### src/hdl/xte_pkg.sv
// shared types, constants and sequence tables for the xml text escaper
package xte_pkg;

  localparam logic [7:0] CTRL_LIMIT = 8'd32;
  localparam logic [7:0] CH_TAB     = 8'h09;
  localparam logic [7:0] CH_LF      = 8'h0a;
  localparam logic [7:0] CH_CR      = 8'h0d;
  localparam logic [7:0] CH_LT      = 8'h3c;
  localparam logic [7:0] CH_GT      = 8'h3e;
  localparam logic [7:0] CH_AMP     = 8'h26;
  localparam logic [7:0] CH_HASH    = 8'h23;
  localparam logic [7:0] CH_X       = 8'h78;
  localparam logic [7:0] CH_SEMI    = 8'h3b;
  localparam logic [7:0] CH_L       = 8'h6c;
  localparam logic [7:0] CH_G       = 8'h67;
  localparam logic [7:0] CH_T       = 8'h74;
  localparam logic [7:0] CH_A       = 8'h61;
  localparam logic [7:0] CH_M       = 8'h6d;
  localparam logic [7:0] CH_P       = 8'h70;
  localparam logic [7:0] GLYPH_HI_0 = 8'h32;
  localparam logic [7:0] GLYPH_HI_1 = 8'h34;
  localparam logic [7:0] HEX_DIGIT0 = 8'h30;
  localparam logic [7:0] HEX_ALPHA0 = 8'h57;

  localparam int QUEUE_DEPTH = 4;
  localparam int QUEUE_AW    = $clog2(QUEUE_DEPTH);

  typedef enum logic [2:0] {
    KIND_PLAIN,
    KIND_CTRL,
    KIND_LT,
    KIND_GT,
    KIND_AMP
  } kind_t;

  typedef struct packed {
    kind_t      kind;
    logic [7:0] data;
  } tok_t;

  typedef struct packed {
    logic empty;
    tok_t head;
  } q_stat_t;

  function automatic logic [7:0] hex_lc(input logic [3:0] nib);
    logic [7:0] wide;
    wide = {4'h0, nib};
    if (nib < 4'd10) begin
      return wide + HEX_DIGIT0;
    end else begin
      return wide + HEX_ALPHA0;
    end
  endfunction

  // index of the final byte of each sequence
  function automatic logic [2:0] seq_last(input kind_t kind);
    logic [2:0] n;
    unique case (kind)
      KIND_PLAIN: n = 3'd0;
      KIND_CTRL:  n = 3'd7;
      KIND_LT:    n = 3'd3;
      KIND_GT:    n = 3'd3;
      KIND_AMP:   n = 3'd4;
      default:    n = 3'd0;
    endcase
    return n;
  endfunction

  function automatic logic [7:0] seq_byte(input tok_t tok, input logic [2:0] idx);
    logic [7:0] b;
    b = tok.data;
    unique case (tok.kind)
      KIND_PLAIN: b = tok.data;
      KIND_CTRL: begin
        unique case (idx)
          3'd0: b = CH_AMP;
          3'd1: b = CH_HASH;
          3'd2: b = CH_X;
          3'd3: b = GLYPH_HI_0;
          3'd4: b = GLYPH_HI_1;
          3'd5: b = hex_lc(tok.data[7:4]);
          3'd6: b = hex_lc(tok.data[3:0]);
          3'd7: b = CH_SEMI;
          default: b = CH_SEMI;
        endcase
      end
      KIND_LT, KIND_GT: begin
        unique case (idx)
          3'd0:    b = CH_AMP;
          3'd1:    b = (tok.kind == KIND_LT) ? CH_L : CH_G;
          3'd2:    b = CH_T;
          default: b = CH_SEMI;
        endcase
      end
      KIND_AMP: begin
        unique case (idx)
          3'd0:    b = CH_AMP;
          3'd1:    b = CH_A;
          3'd2:    b = CH_M;
          3'd3:    b = CH_P;
          default: b = CH_SEMI;
        endcase
      end
      default: b = tok.data;
    endcase
    return b;
  endfunction

endpackage

### src/hdl/xml_text_escaper.sv
// top level of the xml text escaper
//
//   channel  dir  ports                      payload
//   in       in   in_tvalid/tready/tdata     tdata[7:0] in_byte
//   out      out  out_tvalid/tready/tdata    tdata[7:0] out_byte, tlast = last
//
// a plain byte yields one output word; an escaped byte occupies the expander for
// 4, 5 or 8 output words, one output word per cycle from the sequence counter while out_tready does not stall it
// a four-entry token queue lets input words keep arriving during an expansion
// an accepted input word passes through the token queue and then the output register
// synchronous active-low reset empties the queue and the output register
module xml_text_escaper (
  input  logic       clk,
  input  logic       rst_n,
  input  logic       in_tvalid,
  output logic       in_tready,
  input  logic [7:0] in_tdata,   // [7:0] in_byte
  output logic       out_tvalid,
  input  logic       out_tready,
  output logic [7:0] out_tdata,  // [7:0] out_byte
  output logic       out_tlast
);
  import xte_pkg::*;

  logic    q_full;
  logic    q_push;
  tok_t    q_tok;
  logic    q_pop;
  q_stat_t q_stat;

  xte_front u_front (
    .in_tvalid (in_tvalid),
    .in_tready (in_tready),
    .in_tdata  (in_tdata),
    .q_full    (q_full),
    .q_push    (q_push),
    .q_tok     (q_tok)
  );

  xte_queue u_queue (
    .clk      (clk),
    .rst_n    (rst_n),
    .push     (q_push),
    .push_tok (q_tok),
    .full     (q_full),
    .pop      (q_pop),
    .stat     (q_stat)
  );

  xte_back u_back (
    .clk        (clk),
    .rst_n      (rst_n),
    .stat       (q_stat),
    .pop        (q_pop),
    .out_tvalid (out_tvalid),
    .out_tready (out_tready),
    .out_tdata  (out_tdata),
    .out_tlast  (out_tlast)
  );

endmodule

### src/hdl/xte_front.sv
// input side: accepts text words and classifies each into a token
module xte_front (
  input  logic          in_tvalid,
  output logic          in_tready,
  input  logic [7:0]    in_tdata,
  input  logic          q_full,
  output logic          q_push,
  output xte_pkg::tok_t q_tok
);
  import xte_pkg::*;

  logic is_ctrl;

  assign in_tready = !q_full;
  assign q_push    = in_tvalid && !q_full;

  assign is_ctrl = (in_tdata < CTRL_LIMIT) && (in_tdata != CH_LF)
                   && (in_tdata != CH_TAB) && (in_tdata != CH_CR);

  always_comb begin
    q_tok.data = in_tdata;
    priority if (is_ctrl) begin
      q_tok.kind = KIND_CTRL;
    end else if (in_tdata == CH_LT) begin
      q_tok.kind = KIND_LT;
    end else if (in_tdata == CH_GT) begin
      q_tok.kind = KIND_GT;
    end else if (in_tdata == CH_AMP) begin
      q_tok.kind = KIND_AMP;
    end else begin
      q_tok.kind = KIND_PLAIN;
    end
  end

endmodule

### src/hdl/xte_queue.sv
// short token queue between the classifier and the expander
module xte_queue (
  input  logic             clk,
  input  logic             rst_n,
  input  logic             push,
  input  xte_pkg::tok_t    push_tok,
  output logic             full,
  input  logic             pop,
  output xte_pkg::q_stat_t stat
);
  import xte_pkg::*;

  tok_t                mem_r [QUEUE_DEPTH];
  logic [QUEUE_AW-1:0] wr_ptr_r, wr_ptr_nxt;
  logic [QUEUE_AW-1:0] rd_ptr_r, rd_ptr_nxt;
  logic [QUEUE_AW:0]   count_r, count_nxt;
  logic                do_push, do_pop;

  assign full       = (count_r == (QUEUE_AW+1)'(QUEUE_DEPTH));
  assign stat.empty = (count_r == '0);
  assign stat.head  = mem_r[rd_ptr_r];

  assign do_push = push && !full;
  assign do_pop  = pop && !stat.empty;

  always_comb begin
    wr_ptr_nxt = do_push ? wr_ptr_r + 1'b1 : wr_ptr_r;
    rd_ptr_nxt = do_pop ? rd_ptr_r + 1'b1 : rd_ptr_r;
    count_nxt  = count_r;
    if (do_push && !do_pop) begin
      count_nxt = count_r + 1'b1;
    end else if (do_pop && !do_push) begin
      count_nxt = count_r - 1'b1;
    end
  end

  always_ff @(posedge clk) begin
    if (!rst_n) begin
      wr_ptr_r <= '0;
      rd_ptr_r <= '0;
      count_r  <= '0;
    end else begin
      wr_ptr_r <= wr_ptr_nxt;
      rd_ptr_r <= rd_ptr_nxt;
      count_r  <= count_nxt;
    end
  end

  always_ff @(posedge clk) begin
    if (do_push) begin
      mem_r[wr_ptr_r] <= push_tok;
    end
  end

endmodule

### src/hdl/xte_back.sv
// output side: expands each token into its byte sequence
module xte_back (
  input  logic             clk,
  input  logic             rst_n,
  input  xte_pkg::q_stat_t stat,
  output logic             pop,
  output logic             out_tvalid,
  input  logic             out_tready,
  output logic [7:0]       out_tdata,
  output logic             out_tlast
);
  import xte_pkg::*;

  logic [2:0] idx_r, idx_nxt;
  logic       valid_r, valid_nxt;
  logic [7:0] data_r, data_nxt;
  logic       last_r, last_nxt;
  logic       slot_free, emit, at_end;

  assign slot_free = !valid_r || out_tready;
  assign emit      = slot_free && !stat.empty;
  assign at_end    = (idx_r == seq_last(stat.head.kind));
  assign pop       = emit && at_end;

  always_comb begin
    idx_nxt   = idx_r;
    valid_nxt = valid_r;
    data_nxt  = data_r;
    last_nxt  = last_r;
    if (slot_free) begin
      valid_nxt = !stat.empty;
    end
    if (emit) begin
      data_nxt = seq_byte(stat.head, idx_r);
      last_nxt = at_end;
      idx_nxt  = at_end ? 3'd0 : idx_r + 3'd1;
    end
  end

  always_ff @(posedge clk) begin
    if (!rst_n) begin
      idx_r   <= '0;
      valid_r <= 1'b0;
    end else begin
      idx_r   <= idx_nxt;
      valid_r <= valid_nxt;
    end
  end

  always_ff @(posedge clk) begin
    data_r <= data_nxt;
    last_r <= last_nxt;
  end

  assign out_tvalid = valid_r;
  assign out_tdata  = data_r;
  assign out_tlast  = last_r;

endmodule

### config.mk
export PLATFORM = sky130hd
export DESIGN_NAME = xml_text_escaper
export DESIGN_NICKNAME = d
export VERILOG_FILES = /design/src/hdl/xte_pkg.sv /design/src/hdl/xml_text_escaper.sv /design/src/hdl/xte_front.sv /design/src/hdl/xte_queue.sv /design/src/hdl/xte_back.sv
export SDC_FILE = /design/constraint.sdc
export NUM_CORES = 1
export LEC_CHECK = 0
export ABC_CLOCK_PERIOD_IN_PS = 7100
export BUFFER_PORTS_ARGS = -buffer_cell sky130_fd_sc_hd__buf_2
export CORE_MARGIN = 10
export CORE_UTILIZATION = 65
export DETAILED_ROUTE_END_ITERATION = 6
export PLACE_DENSITY = 0.92
export SKIP_CTS_REPAIR_TIMING = 1
export SYNTH_ARGS = -nofsm -noshare
export SYNTH_HDL_FRONTEND = slang
export SYNTH_SLANG_ARGS = --single-unit
### constraint.sdc
create_clock -name clk -period 7.1 [get_ports clk]
set_clock_uncertainty 0.2 [all_clocks]
set_input_delay 1.42 -clock clk [delete_from_list [all_inputs] [get_ports clk]]
set_output_delay 1.42 -clock clk [all_outputs]
set_load 0.01 [all_outputs]
==> run_results.csv <==
group,metric,value,unit
outcome,status,"completed",
cts,cts_buffers,9,
critical_path,crit_type,"flop to flop",
synth,synth_flop_cell,"edfxtp_1",
critical_path,worstPathCellList,"mux4_1 -> nor2_1 -> and4_1 -> a311oi_2 -> inv_1 -> nand2_1 -> ha_1 -> inv_1 -> fa_1 -> xor2_1 -> or3_1 -> a21boi_0",
critical_path,critPathTopFamily,"simple AND/OR/NAND/NOR gates",
grt,grt_pass1_vias,2374,
placed_design,pre_cts_slack,3.08,ns
floorplan,start_util,0.672,
pwr,power.leakage,1.45,nW
synth,synthesis.nets,300,
timing,hold_viol,0,
drt,first_iter_violations,237,
timing,setup_violations,0,
worst_hold_path,min_path_type,"flop to flop",
synth,synth-edff-count,53,
synth,avgSynthCellArea,12.5,um2
grt,antenna_found_initial,0,
timing,final-max-slew-violation-count,0,
finish,drive_gt1_frac,0.158,
synth,synth_top_cell_by_area,"edfxtp_1",
timing,fmax,0.245,GHz
cts,clk-insertion-delay-late,0.34,ns
pwr,power.density,426,nW/um2
drt,detail_route.wl_per_cell,19.8,um
synth,synthTopCellsByArea,"edfxtp_1 (46%), dfxtp_1 (7.6%), ha_1 (4.7%)",
drt,drcViolationCount,0,
critical_path,crit_required,7.17,ns
floorplan,ios,23,
floorplan,die-width,92.7,um
synth,async_flop_share,0,
grt,grt_pass1_wl,12.1,mm
critical_path,crit_path_frequent_cell,"inv_1",
synth,synth-compound-area-share,0.120,
critical_path,critPathSlowestCell,"dfxtp_1",
synth,syn_inst,274,
timing,tightest_slew,0.838,ns
floorplan,die_area,8590,um2
cts,cts-htree-levels,3,
floorplan,core,5110,um2
synth,synthMuxAreaShare,0.106,
placed_design,io_buffers,22,
synth,synth-xor-area-share,0.0230,
synth,synth_top_family_by_area,"simple AND/OR/NAND/NOR gates",
grt,grt_start_max_net_pins,23,
floorplan,die_h,92.7,um
synth,yosys.cell_types.count,55,
synth,synth_seq_cells,66,
critical_path,critical_path_arrival,4.15,ns
timing,period_share,0.575,
synth,ys_seq_area_frac,0.539,
grt,grt-ovfl-total,0,
finish,nFillCells,314,
floorplan,fp-row-count,26,
timing,fin_crit,4.09,ns
cts,cts-root-buf,"clkbuf_8",
finish,nets,324,
finish,stdcell_area,3850,um2
pwr,ir_worst_vdd,0.249,mV
placed_design,dp_hpwl,4.89,mm
drt,final_antenna_net_count,0,
synth,synth.top_cell.area_share,0.464,
synth,synth_area,3430,um2
critical_path,cp.buffers_inverters,2,
job,drv_cap,0,
synth,yosysWarnings,0,
drt,via_count,2424,
critical_path,crit_fanout,13,
grt,grtUsageTotal,0.179,
cts,tritoncts,"yes",
timing,fin_ws,3.01,ns
synth,synthSimpleGateAreaFrac,0.126,
critical_path,critPathMaxStageDelay,0.80,ns
placed_design,placed_cell_area,3580,um2
critical_path,endpoint_kind,"flop",
timing,holdWs,0.283,ns
critical_path,worstSetupStartpointType,"flop",
timing,rsz0062_at_grt,"no",
cts,clk_pin_slew,0.07,ns
timing,setup-tns-final,0,ns
cts,clock_path_buffers,2,
placed_design,gp_congestion,0.990,
synth,synthAdderAreaFrac,0.0532,
timing,slew_headroom,0.434,
drt,firstDrtPassIters,5,
finish,diodes,0,
cts,cts_sinks,66,
drt,viasPerCell,6.50,
finish,synthToLayoutAreaGrowth,12.1,%
drt,drt-total-wl,7.37,mm
path summary, 6_finish.rpt:
check | from | endpoint | slack (ns) | depth (start not counted)
setup / recovery | flop | u_queue.count_r[2] | 3.01 | 12
hold / removal | u_queue.rd_ptr_r[1] | flop | 0.28 | 2
setup reg to reg | flop | u_queue.count_r[2] | 3.01 | 12
hold reg to reg | u_queue.rd_ptr_r[1] | flop | 0.28 | 2
logic make-up after synthesis:
family,after synthesis
compound gates,55
flops,66
fa+ha+maj,14
xor+xnor,9
buf+inv,25
simple gates,86
mux,19
cells in the mapped netlist (all sizes together) (2+ instances only):
cell type   n
edfxtp     53
nand2      25
nor2       24
inv        16
dfxtp      13
ha         13
mux4       12
nor2b       9
a21boi      8
a21oi       8
o21ai       8
mux2i       6
clkbuf      5
o211ai      5
xor2        5
and2        4
and3        4
buf         4
nor3        4
xnor2       4
a211oi      3
a21o        3
a22oi       3
o221ai      3
a311oi      2
nand2b      2
nand3       2
nand3b      2
o2111ai     2
o41ai       2
or3         2
cell usage in the layout, fill, tap and decap left out, types with 2 or more instances in the layout:
master     instances
mux2i_1            6
o2111ai_1          2
nand3_1            2
a211oi_1           3
nand2b_1           2
or3_1              2
o221ai_1           3
o41ai_1            2
nand2_1           25
o21ai_0            8
edfxtp_1          53
nor2b_1            9
a21oi_1            8
and2_1             4
nor3_1             4
inv_1             16
mux4_1             6
dfxtp_1           13
xnor2_1            4
bufinv_16          4
nor2_1            24
a21boi_0           6
and3_1             4
clkbuf_8           9
mux4_2             6
ha_1              13
a21o_1             3
xor2_1             5
o211ai_1           5
a21boi_1           2
a22oi_1            3
buf_2             22
clkinv_4           2
report_power, final:
group	leakage (nW)	switching [W]	internal [W]	total, W
sequential	0.603	0.0000600	0.000523	0.000583
clock	0.131	0.000146	0.000269	0.000414
combinational	0.718	0.000381	0.000261	0.000643
registers in the layout, indices dropped and copies added (netlist names), named ones only:
register and count:
u_back.idx_r 3, u_queue.rd_ptr_r 2, u_back.out_tlast 1, u_back.out_tdata 8
u_queue.wr_ptr_r 2, u_queue.mem_r 44, u_queue.count_r 3, u_back.out_tvalid 1
layer usage:
layer	part of all wire	global-route usage
met1	0.39	0.206
met2	0.50	0.296
met3	0.080	0.0468
met4	0.031	0.107
met5	0	0
layout make-up:
class,count,area (um2),share of cell area
repair buffers,22,110,0.0286
well taps,70,87.6,0.0228
flip-flops and latches,66,1850,0.481
inverters,16,60.1,0.0156
clock inverters,7,141,0.0367
clock buffers,9,124,0.0322
multi-input cells,183,1470,0.383
worst reg2reg max path, delay by kind of cell (launching register included):
kind,cells,cell delay (ns)
AOI/OAI and AO/OA,2,0.26
xor gates and xnor gates,1,0.08
adders and majority gates,2,0.41
buffers and inverters,2,0.18
DFF,1,0.80
muxes,1,0.77
and+or+nand+nor,4,1.31
per-stage QoR:
| stage | std cells | utilization | total power, W |
|---|---|---|---|
| after detailed placement | 357 | 0.701 | 0.00120 |
| after global placement | 357 | 0.701 | 0.00118 |
| after floorplan | 274 | - | 0.00106 |
| after CTS | 373 | 0.753 | 0.00163 |
| final | 373 | 0.753 | 0.00164 |
| after global routing | 373 | 0.753 | 0.00173 |
(Power assumes the default switching activity.)
